$ cat config.mk
export PLATFORM = sky130hd
export DESIGN_NAME = dsvm_ctrl
export DESIGN_NICKNAME = d
export VERILOG_FILES = /design/src/sv/dsvm_pkg.sv /design/src/sv/dsvm_ctrl.sv
export SDC_FILE = /design/constraint.sdc
export NUM_CORES = 1
export LEC_CHECK = 0
export ABC_AREA = 1
export BUFFER_PORTS_ARGS = -buffer_cell sky130_fd_sc_hd__clkbuf_2
export CORE_AREA = 2 2 39 41
export DETAILED_ROUTE_END_ITERATION = 16
export DIE_AREA = 0 0 41 43
export GPL_TIMING_DRIVEN = 0
export PLACE_DENSITY = 0.65
export SLEW_MARGIN = 20
export SYNTH_ARGS = -nofsm -noshare
export SYNTH_HDL_FRONTEND = slang
export SYNTH_SLANG_ARGS = --single-unit
export TNS_END_PERCENT = 1
$ cat constraint.sdc
create_clock -name clk_i -period 1.75 [get_ports clk_i]
set_clock_uncertainty 0.2 [all_clocks]
set_input_delay 0.2625 -clock clk_i [delete_from_list [all_inputs] [get_ports clk_i]]
set_output_delay 0.2625 -clock clk_i [all_outputs]
set_load 0.02 [all_outputs]
$ cat src/sv/dsvm_pkg.sv
`timescale 1ns / 1ps

package dsvm_pkg;

  // default sizing
  localparam int VOICES_DEFAULT   = 16;
  localparam int DRUMS_DEFAULT    = 8;
  localparam int SAMPLES_PER_DRUM = 16384;

  // field widths
  localparam int OP_W     = 2;
  localparam int MASK_W   = 8;
  localparam int SEL_W    = 3;
  localparam int ADDR_W   = 14;
  localparam int SAMPLE_W = 16;
  localparam int LEN_W    = 15;
  localparam int MIX_W    = 20;
  localparam int COUNT_W  = 4;

  // mix accumulator, wide enough for 64 full-scale voices
  localparam int ACC_W = 24;
  localparam logic signed [ACC_W-1:0] MIX_MAX = 24'sd524287;
  localparam logic signed [ACC_W-1:0] MIX_MIN = -24'sd524288;

  typedef enum logic [OP_W-1:0] {
    OP_TICK         = 2'd0,
    OP_TRIGGER      = 2'd1,
    OP_WRITE_SAMPLE = 2'd2,
    OP_WRITE_LENGTH = 2'd3
  } op_e;

  // controller to datapath
  typedef struct packed {
    logic capture;
    logic trig_step;
    logic mix_step;
    logic emit;
  } dsvm_cmd_t;

  // datapath to controller
  typedef struct packed {
    logic out_free;
  } dsvm_status_t;

endpackage

$ cat src/sv/dsvm_ctrl.sv
`timescale 1ns / 1ps

module dsvm_ctrl #(
  parameter int VOICES = dsvm_pkg::VOICES_DEFAULT,
  parameter int DRUMS  = dsvm_pkg::DRUMS_DEFAULT
) (
  input  logic                      clk_i,
  input  logic                      rst_ni,
  input  logic                      in_valid_i,
  input  logic [dsvm_pkg::OP_W-1:0] in_op_i,
  output logic                      in_ready_o,
  input  dsvm_pkg::dsvm_status_t    status_i,
  output dsvm_pkg::dsvm_cmd_t       cmd_o
);

  localparam int CNT_MAX   = (VOICES > dsvm_pkg::MASK_W) ? VOICES : dsvm_pkg::MASK_W;
  localparam int CNT_W     = $clog2(CNT_MAX);
  localparam int TRIG_STEPS = (DRUMS < dsvm_pkg::MASK_W) ? DRUMS : dsvm_pkg::MASK_W;

  typedef enum logic [2:0] {
    S_IDLE,
    S_TRIG,
    S_MIX,
    S_DRAIN,
    S_DONE
  } state_e;

  state_e           state_q;
  logic [CNT_W-1:0] cnt_q;

  // commands follow the state
  always_comb begin
    cmd_o           = '0;
    cmd_o.capture   = (state_q == S_IDLE) && in_valid_i;
    cmd_o.trig_step = (state_q == S_TRIG);
    cmd_o.mix_step  = (state_q == S_MIX);
    cmd_o.emit      = (state_q == S_DONE) && status_i.out_free;
  end

  assign in_ready_o = (state_q == S_IDLE);

  // sequencer
  always_ff @(posedge clk_i or negedge rst_ni) begin
    if (!rst_ni) begin
      state_q <= S_IDLE;
      cnt_q   <= '0;
    end else begin
      unique case (state_q)
        S_IDLE: begin
          cnt_q <= '0;
          if (in_valid_i) begin
            unique case (dsvm_pkg::op_e'(in_op_i))
              dsvm_pkg::OP_TICK:    state_q <= S_MIX;
              dsvm_pkg::OP_TRIGGER: state_q <= S_TRIG;
              dsvm_pkg::OP_WRITE_SAMPLE,
              dsvm_pkg::OP_WRITE_LENGTH: state_q <= S_DONE;
              default:              state_q <= S_DONE;
            endcase
          end
        end
        S_TRIG: begin
          cnt_q <= cnt_q + 1'b1;
          if (cnt_q == CNT_W'(TRIG_STEPS - 1)) begin
            state_q <= S_DONE;
          end
        end
        S_MIX: begin
          cnt_q <= cnt_q + 1'b1;
          if (cnt_q == CNT_W'(VOICES - 1)) begin
            state_q <= S_DRAIN;
          end
        end
        S_DRAIN: begin
          state_q <= S_DONE;
        end
        S_DONE: begin
          if (status_i.out_free) begin
            state_q <= S_IDLE;
          end
        end
        default: state_q <= S_IDLE;
      endcase
    end
  end

endmodule

==> impl_metrics.csv, run 1 <==
group,metric,value,unit
run_status,outcome,"complete, no violations",
worst_setup_path,crit_fanout,5,
global_routing,grt_pass1_wl,1.44,mm
power,p_leak,0.385,nW
worst_setup_path,r2r_cells,7,
power,vdd_drop_max,0.579,mV
job,cap_violations,0,
sta,period_minus_slack,1.69,ns
synthesis,synth_area_leaders,"dfrtp_1 35%, nor2_4 8.9%, inv_1 8.1%, nand3_1 6.9%, nand2_1 6.7%",
finish,antenna_cells,0,
placed_design,place_hpwl,694,um
synthesis,synth_top_family_by_area,"simple AND/OR/NAND/NOR gates",
clocking,numCtsBuffers,3,
worst_setup_path,crit_slowest_cell,"dfrtp_2",
worst_hold_path,holdPathStages,4,
synthesis,yosysTopAreaCell,"dfrtp_1",
finish,multi_input_area,277,sq um
placed_design,dp_worst_setup_slack,0.212,ns
synthesis,synth_nets,72,
clocking,cts_tree,"done",
synthesis,synth-simple-area-share,43.7,%
synthesis,synth-adder-area-share,2.47,%
finish,fin_util,46.2,%
finish,area_delta_synth_final,26.2,%
synthesis,synth_mux_area_share,0,%
synthesis,synthCells,65,
worst_setup_path,crit_family,"flip-flops",
sta,post-route-period-util,96.8,%
sta,setup_slack,0.0563,ns
synthesis,synth_top_area_share,34.6,%
worst_setup_path,cp.required,1.29,ns
worst_setup_path,critPathArrivalTime,1.23,ns
synthesis,avgSynthCellArea,7.80,sq um
clocking,clk_pin_slew,0.06,ns
synthesis,synth-seq-cells,7,
sta,max_freq,590,MHz
global_routing,grt_pass1_vias,382,
floorplanning,ios,11,
placed_design,port_buffers,10,
worst_setup_path,crit_chain,"nor2_4 > buf_4 > nand2_4 > inv_1 > clkbuf_2",
worst_setup_path,slowest_delay,0.45,ns
worst_setup_path,cp-start-kind,"flip-flop",
floorplanning,die_area,1760,sq um
worst_setup_path,crit_type,"flip-flop to primary output",
clocking,htreeDepth,1,
floorplanning,fp-row-count,14,
synthesis,synth_edf_count,0,
synthesis,synthArstFlopShare,100,%
synthesis,synth_cell_types,21,
floorplanning,start_util,36.6,%
detailed_routing,drt-wirelength-per-cell,8.72,um
finish,regArea,178,sq um
floorplanning,coreArea,1380,sq um
detailed_routing,dr.first_iter.drc_count,8,
sta,slew_violations,0,
sta,tightest_slew,0.273,ns
worst_setup_path,crit_buf_inv,3,
detailed_routing,vias,437,
finish,fill_cells,149,
finish,nNetsFinal,90,
power,p_per_area,1570,nW/um^2
clocking,clock_latency,0.25,ns
placed_design,place.gp.congestion,0.690,
synthesis,synthXorXnorAreaFrac,1.73,%
sta,rsz0062_at_grt,"yes",
synthesis,synth_compound_area_share,5.68,%
synthesis,synth-main-ff-cell,"dfrtp_1",
sta,finalHoldViolations,0,
clocking,ctsLongestPathBuffers,2,
synthesis,synthTopCellsByCount,"11 x inv_1, 9 x nand2_1, 8 x nor2_1, 7 x dfrtp_1, 7 x nand3_1",
synthesis,yosys_warnings,0,
global_routing,grtUsageTotal,12.1,%
clocking,clockRootBuffer,"clkbuf_4",
global_routing,antenna_found_initial,0,
synthesis,syn_area,507,sq um
detailed_routing,via_per_inst,4.46,
synthesis,ys_seq_area_share,34.6,%
worst_setup_path,setup.worst_path.end_class,"primary output",
clocking,clock-sinks,7,
worst_setup_path,cp.depth,5,
floorplanning,dieHeight,43,um
synthesis,post-synth-top-count-cell,"inv_1",
floorplanning,die_w,41,um
global_routing,grt_overflow,0,
detailed_routing,drt_wl_total,855,um
finish,drive_gt1_share,40.2,%
sta,slew_headroom,81.8,%
sta,final-setup-viol-count,0,
detailed_routing,postRouteAntennaNets,0,
worst_hold_path,min_path_type,"input port to flip-flop",
global_routing,grt_max_degree,10,
detailed_routing,drc,0,
detailed_routing,first_pass_iters,4,
[final timing paths]
path,start,endpoint,slack [ns]
min in group asynchronous,rst_ni,cnt_q[1],0.17
worst max-delay path,state_q[2],cmd_o[1],0.06
worst min-delay path,status_i,state_q[2],0.11
worst max register to register,cnt_q[0],state_q[0],0.30
max in group asynchronous,rst_ni,state_q[2],1.00
worst min register to register,cnt_q[0],cnt_q[0],0.31
[cell families (layout without fill, tap and decap cells)]
logic type,Yosys count,after routing
simple gates,37,37
buf+inv,14,31
flops,7,7
compound gates,5,5
fa+ha+maj,1,1
xor+xnor,1,1
[worst reg2reg max path, delay by kind of cell (launching register included)]
family / cells / cell delay, ns
adders and majority gates: 1 / 0.23
DFF: 1 / 0.41
and+or+nand+nor: 6 / 0.50
[metal layers]
layer | GRT usage [%] | up-vias | share of wire, %
li1 | - | 233 | -
met1 | 14.7 | 198 | 44
met2 | 18.8 | 6 | 52
met3 | 4.71 | 0 | 3.5
met4 | 4.00 | 0 | 0
met5 | 0 | - | 0
[state kept, by name, indices dropped and copies added, names as in the netlist]
register	count
cnt_q	4
state_q	3
[final cells by class]
class / instances / area share (%)
clock buffers: 3 / 3.52
well taps: 16 / 3.13
multi-input cells: 44 / 43.2
clock inverters: 1 / 0.783
flip-flops and latches: 7 / 27.8
repair buffers: 13 / 12.1
plain buffers: 1 / 1.76
inverters: 13 / 7.63
[power breakdown]
group / internal [W] / switching, W / total (W)
clock: 0.0000835 / 0.0000610 / 0.000145
combinational: 0.000234 / 0.000337 / 0.000572
sequential: 0.000220 / 0.0000643 / 0.000284
[repair_timing]
action,CTS,global route
hold buffers,1,0
pin swaps,1,0
endpoints found under the setup margin,1,3
hold endpoints to repair,7,0
buffers inserted,1,1
gates resized for setup,3,4
[metrics by stage]
stage               setup TNS, ns  power (W)  area [sq um]  hold WS, ns  cells
CTS                             0   0.000996           627        0.107     97
finish                          0    0.00100           639        0.107     98
global placement                0   0.000806           577      -0.0961     91
detailed placement              0   0.000815           577      -0.0958     91
global route             -0.00849    0.00110           639        0.162     98
floorplan                       0   0.000695           507       -0.233     65
[cell usage in the layout (no fill, tap or decap), drive strengths merged, types with 3 or more instances in the layout]
cell	Yosys	layout
inv	13	13
nand2	12	12
dfrtp	7	7
nand3	8	8
a21oi	3	3
nor2	14	14
buf	1	6
clkbuf	0	10
Note: power is estimated with default switching activity, not from simulation.
==> run 2, diff against run 1 <==
--- a/config.mk
+++ b/config.mk
@@ -5,13 +5,12 @@
 export SDC_FILE = /design/constraint.sdc
 export NUM_CORES = 1
 export LEC_CHECK = 0
-export ABC_AREA = 1
 export BUFFER_PORTS_ARGS = -buffer_cell sky130_fd_sc_hd__clkbuf_2
 export CORE_AREA = 2 2 39 41
 export DETAILED_ROUTE_END_ITERATION = 16
 export DIE_AREA = 0 0 41 43
 export GPL_TIMING_DRIVEN = 0
-export PLACE_DENSITY = 0.65
+export PLACE_DENSITY = 0.68
 export SLEW_MARGIN = 20
 export SYNTH_ARGS = -nofsm -noshare
 export SYNTH_HDL_FRONTEND = slang
==> run 2 against run 1 <==
Against the previous run: the flow now finishes with violations (setup timing); register-to-register slack got worse by 0.12 ns; maximum frequency decreased by 3.8%; setup slack got worse by 0.067 ns; final cell count decreased by 5.1%; largest power group unchanged.
==> impl_metrics.csv, run 2 <==
group,metric,value,unit
run_status,outcome,"complete, but fails checks",
worst_setup_path,cp.required,1.29,ns
placed_design,port_buffers,10,
floorplanning,ios,11,
clocking,clock-sinks,7,
synthesis,synth_nets,62,
sta,slew_headroom,79.6,%
sta,period_minus_slack,1.76,ns
global_routing,gr-usage-met2,28.4,%
power,p_per_area,1680,nW/um^2
finish,mostFrequentLayoutCell,"buf_4",
synthesis,synth-seq-cells,7,
worst_setup_path,crit_fanout,10,
synthesis,yosysTopAreaCell,"dfrtp_1",
power,vdd_drop_max,0.762,mV
job,cap_violations,0,
placed_design,place.gp.congestion,0.797,
clocking,cts_tree,"done",
synthesis,yosys_warnings,0,
detailed_routing,via_per_inst,5.57,
floorplanning,die_area,1760,sq um
global_routing,gr-usage-met3,3.14,%
finish,max_flop_register,"cnt_q",
finish,antenna_cells,0,
worst_setup_path,crit_slowest_cell,"dfrtp_2",
finish,reg_top3,"cnt_q (4), state_q (3)",
floorplanning,dieHeight,43,um
global_routing,grt_pass1_vias,477,
clocking,clk_pin_slew,0.05,ns
detailed_routing,drt-wirelength-per-cell,14.5,um
detailed_routing,first_pass_iters,3,
global_routing,grt_pass1_wl,2.01,mm
finish,fill_cells,132,
finish,largest_register_ffs,4,
synthesis,synth_edf_count,0,
finish,area_delta_synth_final,43.4,%
detailed_routing,drt_wl_total,1.35,mm
worst_setup_path,slowest_delay,0.43,ns
clocking,clock_latency,0.25,ns
worst_setup_path,crit_chain,"buf_4 > nor3b_4 > clkbuf_8",
worst_setup_path,cp-start-kind,"flip-flop",
detailed_routing,drc,0,
synthesis,synthArstFlopShare,100,%
placed_design,place_hpwl,887,um
sta,setup_tns,-0.0104,ns
clocking,htreeDepth,1,
worst_setup_path,r2r_setup_slack,0.18,ns
sta,rsz0062_at_grt,"yes",
detailed_routing,postRouteAntennaNets,0,
sta,slew_violations,0,
placed_design,dp_worst_setup_slack,0.141,ns
synthesis,synth-main-ff-cell,"dfrtp_1",
synthesis,avgSynthCellArea,9.76,sq um
synthesis,synthTopCellsByCount,"7 x dfrtp_1, 4 x nor3_1, 3 x a21oi_1, 3 x nor2_1, 3 x nor3b_1",
global_routing,met1_usage,19.4,%
floorplanning,start_util,38.8,%
floorplanning,fp-row-count,14,
clocking,numCtsBuffers,3,
floorplanning,coreArea,1380,sq um
global_routing,grt_overflow,0,
global_routing,top_usage_layer,"met2",
synthesis,syn_area,537,sq um
finish,nNetsFinal,85,
worst_setup_path,critPathArrivalTime,1.30,ns
synthesis,ys_seq_area_share,32.6,%
global_routing,antenna_found_initial,0,
floorplanning,die_w,41,um
global_routing,grtUsageTotal,17.6,%
detailed_routing,vias,518,
synthesis,synthCells,55,
worst_setup_path,setup.worst_path.end_class,"primary output",
sta,final-setup-viol-count,1,
synthesis,post-synth-top-count-cell,"dfrtp_1",
clocking,clockRootBuffer,"clkbuf_4",
sta,whs,0.127,ns
synthesis,synth_area_leaders,"dfrtp_1 33%, a2111oi_4 5.1%, nor3b_2 4.7%, buf_6 4.2%, nor3b_1 4.2%",
sta,tightest_slew,0.306,ns
detailed_routing,dr.first_iter.drc_count,2,
clocking,ctsLongestPathBuffers,2,
finish,drive_gt1_share,48.1,%
synthesis,synth_top_area_share,32.6,%
synthesis,synth_cell_types,33,
sta,finalHoldViolations,0,
sta,max_freq,568,MHz
global_routing,grt_max_degree,11,
worst_setup_path,crit_type,"flip-flop to primary output",
worst_hold_path,min_path_type,"input port to flip-flop",
sta,setup_slack,-0.0104,ns
sta,post-route-period-util,101,%
power,p_leak,0.332,nW
run_status,failed_checks,"setup timing",
finish,final_cell_mix,"8 x buf_4, 6 x clkbuf_2, 5 x buf_6, 5 x dfrtp_1, 4 x nor3_1",
## run 2: final cells by class
cell class	count	area (sq um)	share of cell area [%]
Buffer	4	41.3	5.37
Multi-Input combinational cell	42	353	45.9
Timing Repair Buffer	18	144	18.7
Inverter	2	7.51	0.976
Clock buffer	4	26.3	3.41
Sequential cell	7	178	23.1
Tap cell	16	20.0	2.60
## run 2: repair_timing
action	CTS	global route
buffers inserted	6	1
endpoints found under the hold margin	7	0
setup endpoints to repair	5	4
gates resized for setup	13	10
hold buffers	1	0
pin swaps	3	2
## run 2: power by group
group          internal [W]  total [W]  leakage (nW)  switching [W]
Combinational      0.000449   0.000863         0.226       0.000414
Clock             0.0000869   0.000145        0.0150      0.0000583
Sequential         0.000219   0.000284        0.0905      0.0000642
## run 2: metrics by stage
step	utilization [%]	total power, W	instances	cell area, sq um
3_3_place_gp	43.9	0.000865	81	607
5_1_grt	55.6	0.00140	93	769
3_5_place_dp	43.9	0.000888	81	607
6_report	55.6	0.00129	93	769
4_1_cts	53.2	0.00122	92	736
2_1_floorplan	-	0.000746	55	537
## run 2: kinds of logic after synthesis
| kind of cell | after synthesis | share of synthesized area (%) |
|---|---|---|
| adders and majority gates | 2 | 4.43 |
| DFF | 7 | 32.6 |
| AOI/OAI and AO/OA | 16 | 25.6 |
| buffers and inverters | 6 | 7.46 |
| and+or+nand+nor | 24 | 29.8 |
## run 2: worst paths after layout
kind | cells past startpoint | start | to
hold / removal | 3 | in_op_i[0] | state_q[0]
min in group asynchronous | 2 | rst_ni | state_q[2]
hold reg to reg | 2 | cnt_q[3] | state_q[0]
setup / recovery | 3 | state_q[2] | cmd_o[2]
setup reg to reg | 5 | state_q[1] | state_q[0]
max in group asynchronous | 2 | rst_ni | state_q[0]
## run 2: worst max-delay path: cells and delay by family, from the launching register on
family                 cells  cell delay (ns)
buffers and inverters      2             0.38
DFF                        1             0.43
and+or+nand+nor            1             0.24
## run 2: routing by layer
metal,wire [um],share of wire (%)
met3,57,4.2
met2,700,52
met1,547,41
met5,0,0
met4,40,3.0
